## src/hw/rtl/bmpp_pkg.sv

```systemverilog
// Shared types and constants for the binomial mod prime power block.
`timescale 1ns / 1ps
package bmpp_pkg;

  localparam int unsigned MaxPk  = 4096;
  localparam int unsigned PW     = 12;
  localparam int unsigned KW     = 4;
  localparam int unsigned MW     = 13;
  localparam int unsigned AW     = 12;
  localparam int unsigned XW     = 64;

  localparam logic [1:0] CfgIdxPrime = 2'd0;
  localparam logic [1:0] CfgIdxExp   = 2'd1;

  typedef struct packed {
    logic          start;
    logic [PW-1:0] a;
    logic [PW-1:0] b;
  } mm_req_t;

  typedef enum logic [4:0] {
    ST_IDLE,
    ST_MOD,
    ST_CHECK,
    ST_F0,
    ST_F1,
    ST_FWD,
    ST_FWAIT,
    ST_I0,
    ST_I1,
    ST_ILAST,
    ST_BWD,
    ST_BWAIT,
    ST_ARGS,
    ST_LOOP,
    ST_DIV,
    ST_RD,
    ST_MS,
    ST_MW,
    ST_CARRY,
    ST_SIGN,
    ST_POW,
    ST_PWAIT,
    ST_FIN
  } state_e;

endpackage

```

## src/hw/rtl/bmpp_modmul.sv

```systemverilog
// Bit-serial modular multiplier: (a * b) mod m, a below m, one bit of b per cycle.
`timescale 1ns / 1ps
module bmpp_modmul (
  input  logic                clk_i,
  input  logic                rst_ni,
  input  bmpp_pkg::mm_req_t   req_i,
  input  logic [12:0]         mod_i,
  output logic                done_o,
  output logic [11:0]         res_o
);
  import bmpp_pkg::*;

  logic          busy_q, busy_d;
  logic          done_q, done_d;
  logic [3:0]    cnt_q, cnt_d;
  logic [PW-1:0] a_q, a_d, b_q, b_d;
  logic [PW-1:0] acc_q, acc_d;
  logic [13:0]   t0, t1, t2;

  always_comb begin
    t0 = {1'b0, acc_q, 1'b0} + (b_q[cnt_q] ? {2'b00, a_q} : 14'd0);
    t1 = (t0 >= {1'b0, mod_i}) ? t0 - {1'b0, mod_i} : t0;
    t2 = (t1 >= {1'b0, mod_i}) ? t1 - {1'b0, mod_i} : t1;
    busy_d = busy_q;
    done_d = 1'b0;
    cnt_d  = cnt_q;
    a_d    = a_q;
    b_d    = b_q;
    acc_d  = acc_q;
    if (req_i.start) begin
      busy_d = 1'b1;
      cnt_d  = 4'(PW - 1);
      a_d    = req_i.a;
      b_d    = req_i.b;
      acc_d  = '0;
    end else if (busy_q) begin
      acc_d = t2[PW-1:0];
      if (cnt_q == 4'd0) begin
        busy_d = 1'b0;
        done_d = 1'b1;
      end else begin
        cnt_d = cnt_q - 4'd1;
      end
    end
  end

  always_ff @(posedge clk_i or negedge rst_ni) begin
    if (!rst_ni) begin
      busy_q <= 1'b0;
      done_q <= 1'b0;
      cnt_q  <= '0;
    end else begin
      busy_q <= busy_d;
      done_q <= done_d;
      cnt_q  <= cnt_d;
    end
  end

  always_ff @(posedge clk_i) begin
    a_q   <= a_d;
    b_q   <= b_d;
    acc_q <= acc_d;
  end

  assign done_o = done_q;
  assign res_o  = acc_q;

endmodule

```

## config.mk

```make
export PLATFORM = sky130hd
export DESIGN_NAME = bmpp_modmul
export DESIGN_NICKNAME = d
export VERILOG_FILES = /design/src/hw/rtl/bmpp_pkg.sv /design/src/hw/rtl/bmpp_modmul.sv
export SDC_FILE = /design/constraint.sdc
export NUM_CORES = 1
export LEC_CHECK = 0
export ABC_AREA = 1
export BUFFER_PORTS_ARGS = -buffer_cell sky130_fd_sc_hd__buf_2
export CORE_ASPECT_RATIO = 1.4
export CORE_MARGIN = 5
export CORE_UTILIZATION = 64
export CTS_CLUSTER_DIAMETER = 80
export CTS_CLUSTER_SIZE = 20
export DETAILED_ROUTE_END_ITERATION = 7
export MAX_ROUTING_LAYER = met4
export PLACE_DENSITY_LB_ADDON = 0.1
export SLEW_MARGIN = 10
export SYNTH_ARGS = -nofsm -noshare
export SYNTH_HDL_FRONTEND = slang
export SYNTH_SLANG_ARGS = --single-unit
```

## constraint.sdc

```tcl
create_clock -name clk_i -period 10.9 [get_ports clk_i]
set_clock_uncertainty 0.05 [all_clocks]
set_input_delay 0.545 -clock clk_i [delete_from_list [all_inputs] [get_ports clk_i]]
set_output_delay 0.545 -clock clk_i [all_outputs]
set_load 0.05 [all_outputs]
```

# Word-level counts from Yosys, hierarchy flattened
# Index checks and enable logic that the tools add are counted.
totals:
  ff_bits: 42
  latchBits: 0
  ramBits: 0
  romBits: 0
  inputBits: 40
  out_inout_bits: 13
  elab_cells: 31
  mem_count: 0
classes:
  addsub: 4
  mul: 0
  div_mod_pow: 0
  n_lt_le_gt_ge: 3
  eq_ne: 1
  shift: 0
  mux: 14
  bitwise: 0
  reduce_logical: 3
op_table:
  columns: ["operator", "count"]
  rows:
  - ["14-bit by 13-bit >= comparator with 1-bit output", 2]
  - ["12-bit two-way mux", 2]
  - ["13-bit by 12-bit adder with 14-bit output", 1]
  - ["14-bit two-way mux", 1]
  - ["14-bit by 13-bit subtractor with 14-bit output", 1]
  - ["4-bit two-way mux", 3]
  - ["12-bit subtractor", 1]
  - ["1-bit two-way mux", 7]
  - ["4-bit by 5-bit < comparator with 1-bit output, second input constant", 1]
  - ["1-bit binary-select mux with 4-bit select", 1]
  - ["4-bit logical NOT", 1]
  - ["4-bit by 1-bit subtractor with 4-bit output, second input constant", 1]
  - ["2-bit inequality test, second input constant", 1]
  - ["2-bit AND reduction", 1]
  - ["2-bit nonzero test", 1]

# Longest topological paths before layout
# Gate-level depths: netlist of the first run.
depth:
  depth_word: 8
  mapped_depth: 49

# Worst setup path before layout of the first run
# No wires, ideal clock.
synth_timing:
  path_kind: "reg2reg"
  startpoint: "reg cnt_q[0]"
  endpoint: "reg acc_q[1] (netlist: res_o[1])"
  t_arrival_ps: 5120
  required_ps: 10736
  setup_slack_ps: 5616
  path_stages_with_launch: 40
  period_less_slack_ps: 5284
  cell_sequence: "dfrtp_1 > clkinv_1 > o21ai_0 > o21ai_0 > nand2_1 > nand2_1 > nand2_1 > buf_2 > nor2_1 > fa_1 > nand3_1 > nand3_1 > nand2_1 > nand3_1 > or2_2 > nand2_1 > inv_1 > ha_1 > [... 4 more ...] > nand3_4 > buf_6 > nand2_1 > nand2_1 > ha_1 > inv_1 > fa_1 > nand3_1 > nand4_1 > nand2_1 > nand2_1 > nand2_1 > nand2_1 > nor2_4 > buf_6 > nand3_1 > nand3_1 > nand2_1"
synth_via:
  elab_chain_cells: 8
synth_lines:
  columns: ["element", "line_no", "source"]
  rows:
  - ["from (decl)", "bmpp_modmul.sv:15", "logic [3:0] cnt_q, cnt_d;"]
  - ["from (signal assigned)", "bmpp_modmul.sv:55", "cnt_q <= cnt_d;"]
  - ["1-bit binary-select mux with 4-bit select (*)", "bmpp_modmul.sv:21", "t0 = {1'b0, acc_q, 1'b0} + (b_q[cnt_q] ? {2'b00, a_q} : 14'd0);"]
  - ["1-bit two-way mux (implied by the code) (*)", "bmpp_modmul.sv:21", null]
  - ["12-bit two-way mux (*)", "bmpp_modmul.sv:21", null]
  - ["13-bit by 12-bit adder with 14-bit output (*)", "bmpp_modmul.sv:21", null]
  - ["14-bit by 13-bit subtractor with 14-bit output or 14-bit by 13-bit >= comparator with 1-bit output (tied branches)", "bmpp_modmul.sv:22", "t1 = (t0 >= {1'b0, mod_i}) ? t0 - {1'b0, mod_i} : t0;"]
  - ["14-bit two-way mux (*)", "bmpp_modmul.sv:22", null]
  - ["12-bit subtractor or 14-bit by 13-bit >= comparator with 1-bit output (tied branches)", "bmpp_modmul.sv:23", "t2 = (t1 >= {1'b0, mod_i}) ? t1 - {1'b0, mod_i} : t1;"]
  - ["12-bit two-way mux (*)", "bmpp_modmul.sv:23", null]
  - ["to (signal assigned)", "bmpp_modmul.sv:62", "acc_q <= acc_d;"]
  - ["to (decl)", "bmpp_modmul.sv:17", "logic [PW-1:0] acc_q, acc_d;"]
# Mark *: on every way between the ends. The rest lies on a longest branch, timed or not. The select of a mux whose other input is x is not followed.
# A chain may end at the register's enable or synchronous reset.

# Worst setup path after layout of the first run
layout_timing:
  startpoint: "reg cnt_q[0]"
  endpoint: "reg acc_q[6] (netlist: res_o[6])"
# The elaborated chain is that of the path after synthesis.

==> flow_summary_export.csv, run 1 <==
group,metric,value,unit
floorplanning,dieHeight,103,um
timing,fin_crit_sh,61.7,%
global_routing,maximum_number_of_pins_on_one_net_before_global_route_repair,29,
place,placedCellCount,698,
global_routing,grt_pass1_vias,3939,
logic_synthesis,synth_area_leaders,"sky130_fd_sc_hd__edfxtp_1 18%, sky130_fd_sc_hd__nand2_1 16%, sky130_fd_sc_hd__ha_1 12%",
timing,maxClockFrequency,149,MHz
timing,timing.setup.tns,0,ps
global_routing,grt_pass1_wl,16.9,mm
clock_tree,cts.repair.resized,0,
detailed_routing,drt_first_iter_violations,159,
floorplanning,die_w,76.7,um
clock_tree,path_clk_slew,80,ps
critical_path,cp.arrival,6910,ps
logic_synthesis,synth-edff-count,24,
layout,syn_to_final_growth,9.17,%
logic_synthesis,synthesis.yosys.warnings,0,
floorplanning,io-pin-count,53,
global_routing,global_route.usage.met3,2.34,%
clock_tree,cts.root.buffer_cell,"sky130_fd_sc_hd__clkbuf_8",
detailed_routing,wl,10.3,mm
layout,final_cell_mix,"171 x sky130_fd_sc_hd__nand2_1, 95 x sky130_fd_sc_hd__inv_1, 58 x sky130_fd_sc_hd__nand3_1, 52 x sky130_fd_sc_hd__buf_2, 49 x sky130_fd_sc_hd__nor2_1",
clock_tree,cts_tree,"built",
timing,worst_slew_margin_rel,46.8,%
global_routing,grt_use_total,27.3,%
critical_path,critPathMaxStageDelay,470,ps
clock_tree,cts_buffers,5,
critical_path,critical_path.endpoint_type,"flop",
logic_synthesis,seq_area_frac_synth,27.9,%
place,dp_hpwl,8.70,mm
logic_synthesis,async_flop_share,14.3,%
logic_synthesis,syn-mean-instance-area,6.83,um2
global_routing,grt_remaining_overflow,0,
logic_synthesis,netlist_area,3980,um2
detailed_routing,final_antenna_net_count,0,
logic_synthesis,synth_cell_type_count,39,
floorplanning,initial_standard_cell_utilization_of_the_core,65.0,%
timing,timing.final.hold_violations,0,
timing,worstMarginPinSlew,794,ps
global_routing,use_met2,53.0,%
timing,final-setup-viol-count,0,
layout,final.fill_count,527,
logic_synthesis,dominantRegCellSynth,"sky130_fd_sc_hd__edfxtp_1",
clock_tree,cts_hold_buf,0,
logic_synthesis,syn-instance-count,583,
floorplanning,die-area,7920,um2
layout,final_cells,706,
layout,drive_above_1_share,12.8,%
critical_path,required,11090,ps
clock_tree,htree_num_levels,2,
layout,finalNetCount,714,
logic_synthesis,mappedNetlistNets,664,
timing,rsz0062_at_grt,"no",
detailed_routing,routed_wire_length_per_instance,14.5,um
min_path,min_path_type,"in -> async",
detailed_routing,drc,0,
timing,timing.final.crit_period,6720,ps
global_routing,gr-usage-met1,26.3,%
detailed_routing,vias_per_cell,5.55,
logic_synthesis,post-synth-top-area-cell,"sky130_fd_sc_hd__edfxtp_1",
layout,antennaDiodeCount,0,
clock_tree,post_cts.repair.setup_buffers,0,
critical_path,worst_setup_path_start_kind,"flop",
floorplanning,num_rows,34,
clock_tree,cts_sinks,42,
floorplanning,core,6130,um2
place,place.port_buffers,52,
clock_tree,clockBufferDepth,2,
layout,mostFrequentLayoutCell,"sky130_fd_sc_hd__nand2_1",
logic_synthesis,post-synth-top-area-fraction,18.1,%
detailed_routing,number_of_detailed_routing_iterations_run_before_antenna_repair,7,
critical_path,dominant_cell_type_by_count_on_the_critical_path,"sky130_fd_sc_hd__nand2_1",
job,maxCapViolations,0,
status,status,"finished, final reports clean",
clock_tree,clkLatencyLatePin,300,ps
place,gp_congestion,1.03,
logic_synthesis,synth.ff_latch_count,42,
critical_path,timing.critical_path.slowest_stage_cell,"sky130_fd_sc_hd__fa_1",
timing,timing.final.max_slew_violations,0,
detailed_routing,via_count_of_the_routed_design,3915,
global_routing,gr-max-usage-layer,"met2",
global_routing,grt_antenna_before_repair,0,
critical_path,critical_path_class,"reg -> reg",
critical_path,crit_path_max_fanout,23,
-- layout make-up --
type / count / area (um2) / share of cell area [%]
clock buffer: 5 / 68.8 / 1.58
clock inverter: 3 / 21.3 / 0.489
inverter: 100 / 375 / 8.63
multi-input combinational: 432 / 2420 / 55.7
sequential: 42 / 1110 / 25.6
tap: 72 / 90.1 / 2.07
timing repair buffer: 52 / 260 / 5.99
-- state kept, by name, indices dropped and copies added (netlist names) --
register	flops
a_q	12
b_q	12
busy_q	1
cnt_q	4
done_o	1
res_o	12
-- per-stage QoR --
| stage | util (%) | area [um2] | setup WS, ps | hold WS [ps] |
|---|---|---|---|---|
| after floorplan | - | 3980 | 5620 | 199 |
| after CTS | 71.0 | 4350 | 4270 | 7.25 |
| final | 71.0 | 4350 | 4180 | 4.74 |
| after global routing | 71.0 | 4350 | 3580 | 7.56 |
| after global placement | 69.5 | 4260 | 4570 | 325 |
| after detailed placement | 69.5 | 4260 | 4310 | 333 |
-- logic make-up after synthesis --
group | after synthesis | share of synthesized area, %
buffers and inverters | 109 | 11.3
and+or+nand+nor | 308 | 33.9
DFF | 42 | 27.9
adders and majority gates | 41 | 13.4
xor gates and xnor gates | 23 | 5.06
AOI/OAI and AO/OA | 60 | 8.42
-- synthesized netlist by cell type, types with 2 or more instances --
| library cell | n |
|---|---|
| sky130_fd_sc_hd__a21oi_1 | 23 |
| sky130_fd_sc_hd__a21oi_2 | 2 |
| sky130_fd_sc_hd__buf_2 | 3 |
| sky130_fd_sc_hd__buf_6 | 5 |
| sky130_fd_sc_hd__dfrtp_1 | 6 |
| sky130_fd_sc_hd__dfxtp_1 | 12 |
| sky130_fd_sc_hd__edfxtp_1 | 24 |
| sky130_fd_sc_hd__fa_1 | 3 |
| sky130_fd_sc_hd__ha_1 | 38 |
| sky130_fd_sc_hd__inv_1 | 95 |
| sky130_fd_sc_hd__inv_2 | 4 |
| sky130_fd_sc_hd__nand2_1 | 171 |
| sky130_fd_sc_hd__nand2_2 | 6 |
| sky130_fd_sc_hd__nand3_1 | 58 |
| sky130_fd_sc_hd__nand3_2 | 2 |
| sky130_fd_sc_hd__nand3_4 | 2 |
| sky130_fd_sc_hd__nand4_1 | 10 |
| sky130_fd_sc_hd__nor2_1 | 49 |
| sky130_fd_sc_hd__nor2_4 | 2 |
| sky130_fd_sc_hd__nor3_1 | 3 |
| sky130_fd_sc_hd__o2111ai_1 | 2 |
| sky130_fd_sc_hd__o21ai_0 | 16 |
| sky130_fd_sc_hd__o21ai_1 | 9 |
| sky130_fd_sc_hd__o21bai_1 | 2 |
| sky130_fd_sc_hd__xnor2_1 | 16 |
| sky130_fd_sc_hd__xor2_1 | 7 |
-- path summary, 6_finish.rpt --
| kind | startpoint | slack, ps | to | cells after the start |
|---|---|---|---|---|
| setup reg to reg | cnt_q[0] | 4180 | res_o[6] | 38 |
| min in group clk_i | req_i[6] | 370 | b_q[6] | 1 |
| setup / recovery | cnt_q[0] | 4180 | res_o[6] | 38 |
| hold / removal | rst_ni | 5 | cnt_q[2] | 1 |
| hold reg to reg | res_o[3] | 430 | res_o[3] | 2 |
| max in group asynchronous | rst_ni | 10640 | cnt_q[1] | 1 |
-- worst max-delay path: cells and delay by family, from the launching register on --
kind                       cells  cell delay (ps)
adders and majority gates      5             1700
buffers and inverters          4              590
DFF                            1              460
AOI/OAI and AO/OA              3              540
and+or+nand+nor               26             3310
-- layer usage --
metal  share of wire (%)  vias up  wire [um]
li1                    -     1979          -
met1                  37     1756       3810
met2                  54      138       5540
met3                 3.7       42        376
met4                 5.2        0        537
met5                   0        -          0
Power of run 1 is left out: the tool's default activity adds up to more than one toggle a clock period on the data nets, which glitch-free logic cannot reach.
==> run 2, diff against run 1 <==
- CORE_UTILIZATION: 64 -> 53
- clock period: 10.9 -> 5.4 ns (I/O delays scaled with it)
==> flow_summary_export.csv, run 2 (same netlist as run 1, synthesis figures left out) <==
group,metric,value,unit
status,status,"finished with violations",
status,violations_in_the_final_reports,"negative setup slack",
detailed_routing,via_count_of_the_routed_design,4621,
global_routing,grt_antenna_before_repair,0,
place,place.port_buffers,52,
global_routing,global_route.usage.met3,3.52,%
critical_path,ff2ff_path_depth,44,
clock_tree,clockBufferDepth,2,
detailed_routing,routed_wire_length_per_instance,15.9,um
floorplanning,io-pin-count,53,
detailed_routing,vias_per_cell,5.42,
layout,antennaDiodeCount,0,
place,gp_congestion,1.06,
detailed_routing,drc,0,
clock_tree,cts_tree,"built",
timing,final-setup-viol-count,12,
clock_tree,clkLatencyLatePin,310,ps
critical_path,worst_r2r_endpoint,"res_o[4]",
layout,drive_above_1_share,44.2,%
global_routing,maximum_number_of_pins_on_one_net_before_global_route_repair,29,
detailed_routing,number_of_detailed_routing_iterations_run_before_antenna_repair,5,
layout,finalNetCount,835,
floorplanning,dieHeight,113,um
clock_tree,htree_num_levels,2,
clock_tree,path_clk_slew,90,ps
timing,rsz0062_at_grt,"yes",
min_path,min_delay_path_depth,1,
timing,timing.hold.ws,77.0,ps
floorplanning,initial_standard_cell_utilization_of_the_core,54.1,%
global_routing,grt_pass1_wl,20.1,mm
job,maxCapViolations,0,
floorplanning,die_w,83.3,um
timing,maxClockFrequency,181,MHz
critical_path,crit_path_max_fanout,8,
layout,final_design_area_no_fill,6080,um2
layout,final.fill_count,458,
timing,fin_crit_sh,102,%
clock_tree,cts_sinks,42,
global_routing,grt_remaining_overflow,0,
timing,timing.final.crit_period,5520,ps
timing,timing.final.hold_violations,0,
layout,syn_to_final_growth,52.7,%
min_path,worst_hold_path.endpoint,"b_q[8]",
global_routing,gr-max-usage-layer,"met2",
layout,final_cell_mix,"137 x sky130_fd_sc_hd__nand2_1, 111 x sky130_fd_sc_hd__buf_4, 84 x sky130_fd_sc_hd__inv_1, 52 x sky130_fd_sc_hd__buf_2, 43 x sky130_fd_sc_hd__nand3_1",
detailed_routing,wl,13.5,mm
min_path,hold_path.startpoint,"req_i[8]",
critical_path,critical_path_buf_inv_count,7,
floorplanning,die-area,9370,um2
timing,worstMarginPinSlew,911,ps
detailed_routing,drt_first_iter_violations,241,
global_routing,gr-usage-met1,25.6,%
critical_path,worst_setup_path_start_kind,"flop",
global_routing,use_met2,50.1,%
critical_path,timing.critical_path.slowest_stage_cell,"sky130_fd_sc_hd__dfrtp_1",
critical_path,reg2reg_from,"cnt_q[0]",
critical_path,critical_path_class,"reg -> reg",
min_path,min_path_type,"in -> reg",
timing,worst_slew_margin_rel,39.1,%
clock_tree,cts.root.buffer_cell,"sky130_fd_sc_hd__clkbuf_8",
critical_path,required,5550,ps
place,placedCellCount,819,
critical_path,critical_path.top_delay_family,"simple AND/OR/NAND/NOR gates",
floorplanning,num_rows,37,
clock_tree,cts_buffers,5,
global_routing,grt_use_total,27.0,%
layout,final_cells,852,
place,dpl-instance-area,5010,um2
timing,finalWorstSetupSlack,-119,ps
floorplanning,core,7360,um2
critical_path,critPathMaxStageDelay,420,ps
timing,timing.final.max_slew_violations,0,
critical_path,cp.arrival,5670,ps
detailed_routing,final_antenna_net_count,0,
place,dp_hpwl,9.44,mm
critical_path,worst-r2r-setup-slack,-120,ps
global_routing,grt_pass1_vias,4624,
critical_path,critical_path.endpoint_type,"flop",
layout,mostFrequentLayoutCell,"sky130_fd_sc_hd__nand2_1",
layout,finish.utilization,82.6,%
[run 2: cell types whose count changed in the layout (fill, tap and decap cells not counted), moves of 10 or more]
cell	delta
sky130_fd_sc_hd__nor2_1	-20
sky130_fd_sc_hd__nand3_1	-15
sky130_fd_sc_hd__ha_4	+24
sky130_fd_sc_hd__inv_2	+10
sky130_fd_sc_hd__ha_1	-25
sky130_fd_sc_hd__nand3_2	+14
sky130_fd_sc_hd__nand2_2	+31
sky130_fd_sc_hd__buf_4	+111
sky130_fd_sc_hd__nand2_1	-34
sky130_fd_sc_hd__a21oi_1	-11
sky130_fd_sc_hd__inv_1	-11
sky130_fd_sc_hd__nor2_2	+13
[run 2: final cells by class]
cell class / instances / area, um2 / area share (%)
Clock buffer: 5 / 68.8 / 1.13
Inverter: 100 / 380 / 6.26
Multi-Input combinational cell: 432 / 3140 / 51.7
Clock inverter: 3 / 26.3 / 0.432
Sequential cell: 42 / 1110 / 18.3
Timing Repair Buffer: 173 / 1230 / 20.3
Tap cell: 97 / 121 / 2.00
[run 2: stage by stage]
step	setup WS [ps]	setup TNS [ps]
5_1_grt	-437	-4970
3_5_place_dp	-524	-5920
3_3_place_gp	-375	-4290
6_report	-119	-1100
4_1_cts	0.870	0
2_1_floorplan	116	0
[run 2: how the worst max path moves through the flow]
| stage | from | end | slack (ps) | cells after the start |
|---|---|---|---|---|
| detailed placement | cnt_q[0] | res_o[4] | -520 | 40 |
| global placement | cnt_q[0] | res_o[4] | -380 | 40 |
| finish | cnt_q[0] | res_o[4] | -120 | 44 |
| global route | cnt_q[0] | res_o[5] | -440 | 45 |
| CTS | cnt_q[0] | res_o[4] | 0.9 | 44 |
| floorplan | cnt_q[0] | res_o[1] | 120 | 39 |
[run 2: what timing repair did]
| item | CTS | global route |
|---|---|---|
| endpoints found under the setup margin | 12 | 12 |
| setup buffers | 9 | 14 |
| hold endpoints to repair | 6 | 0 |
| hold buffers | 1 | 0 |
| pin swaps | 19 | 61 |
| resized for setup | 60 | 114 |
| gates cloned | 1 | 0 |
[run 2: metal layers]
layer | part of all wire, % | up-vias
li1 | - | 2220
met1 | 35 | 2103
met2 | 53 | 213
met3 | 5.4 | 85
met4 | 7.0 | 0
met5 | 0 | -
Power of run 2 is left out for the same reason.
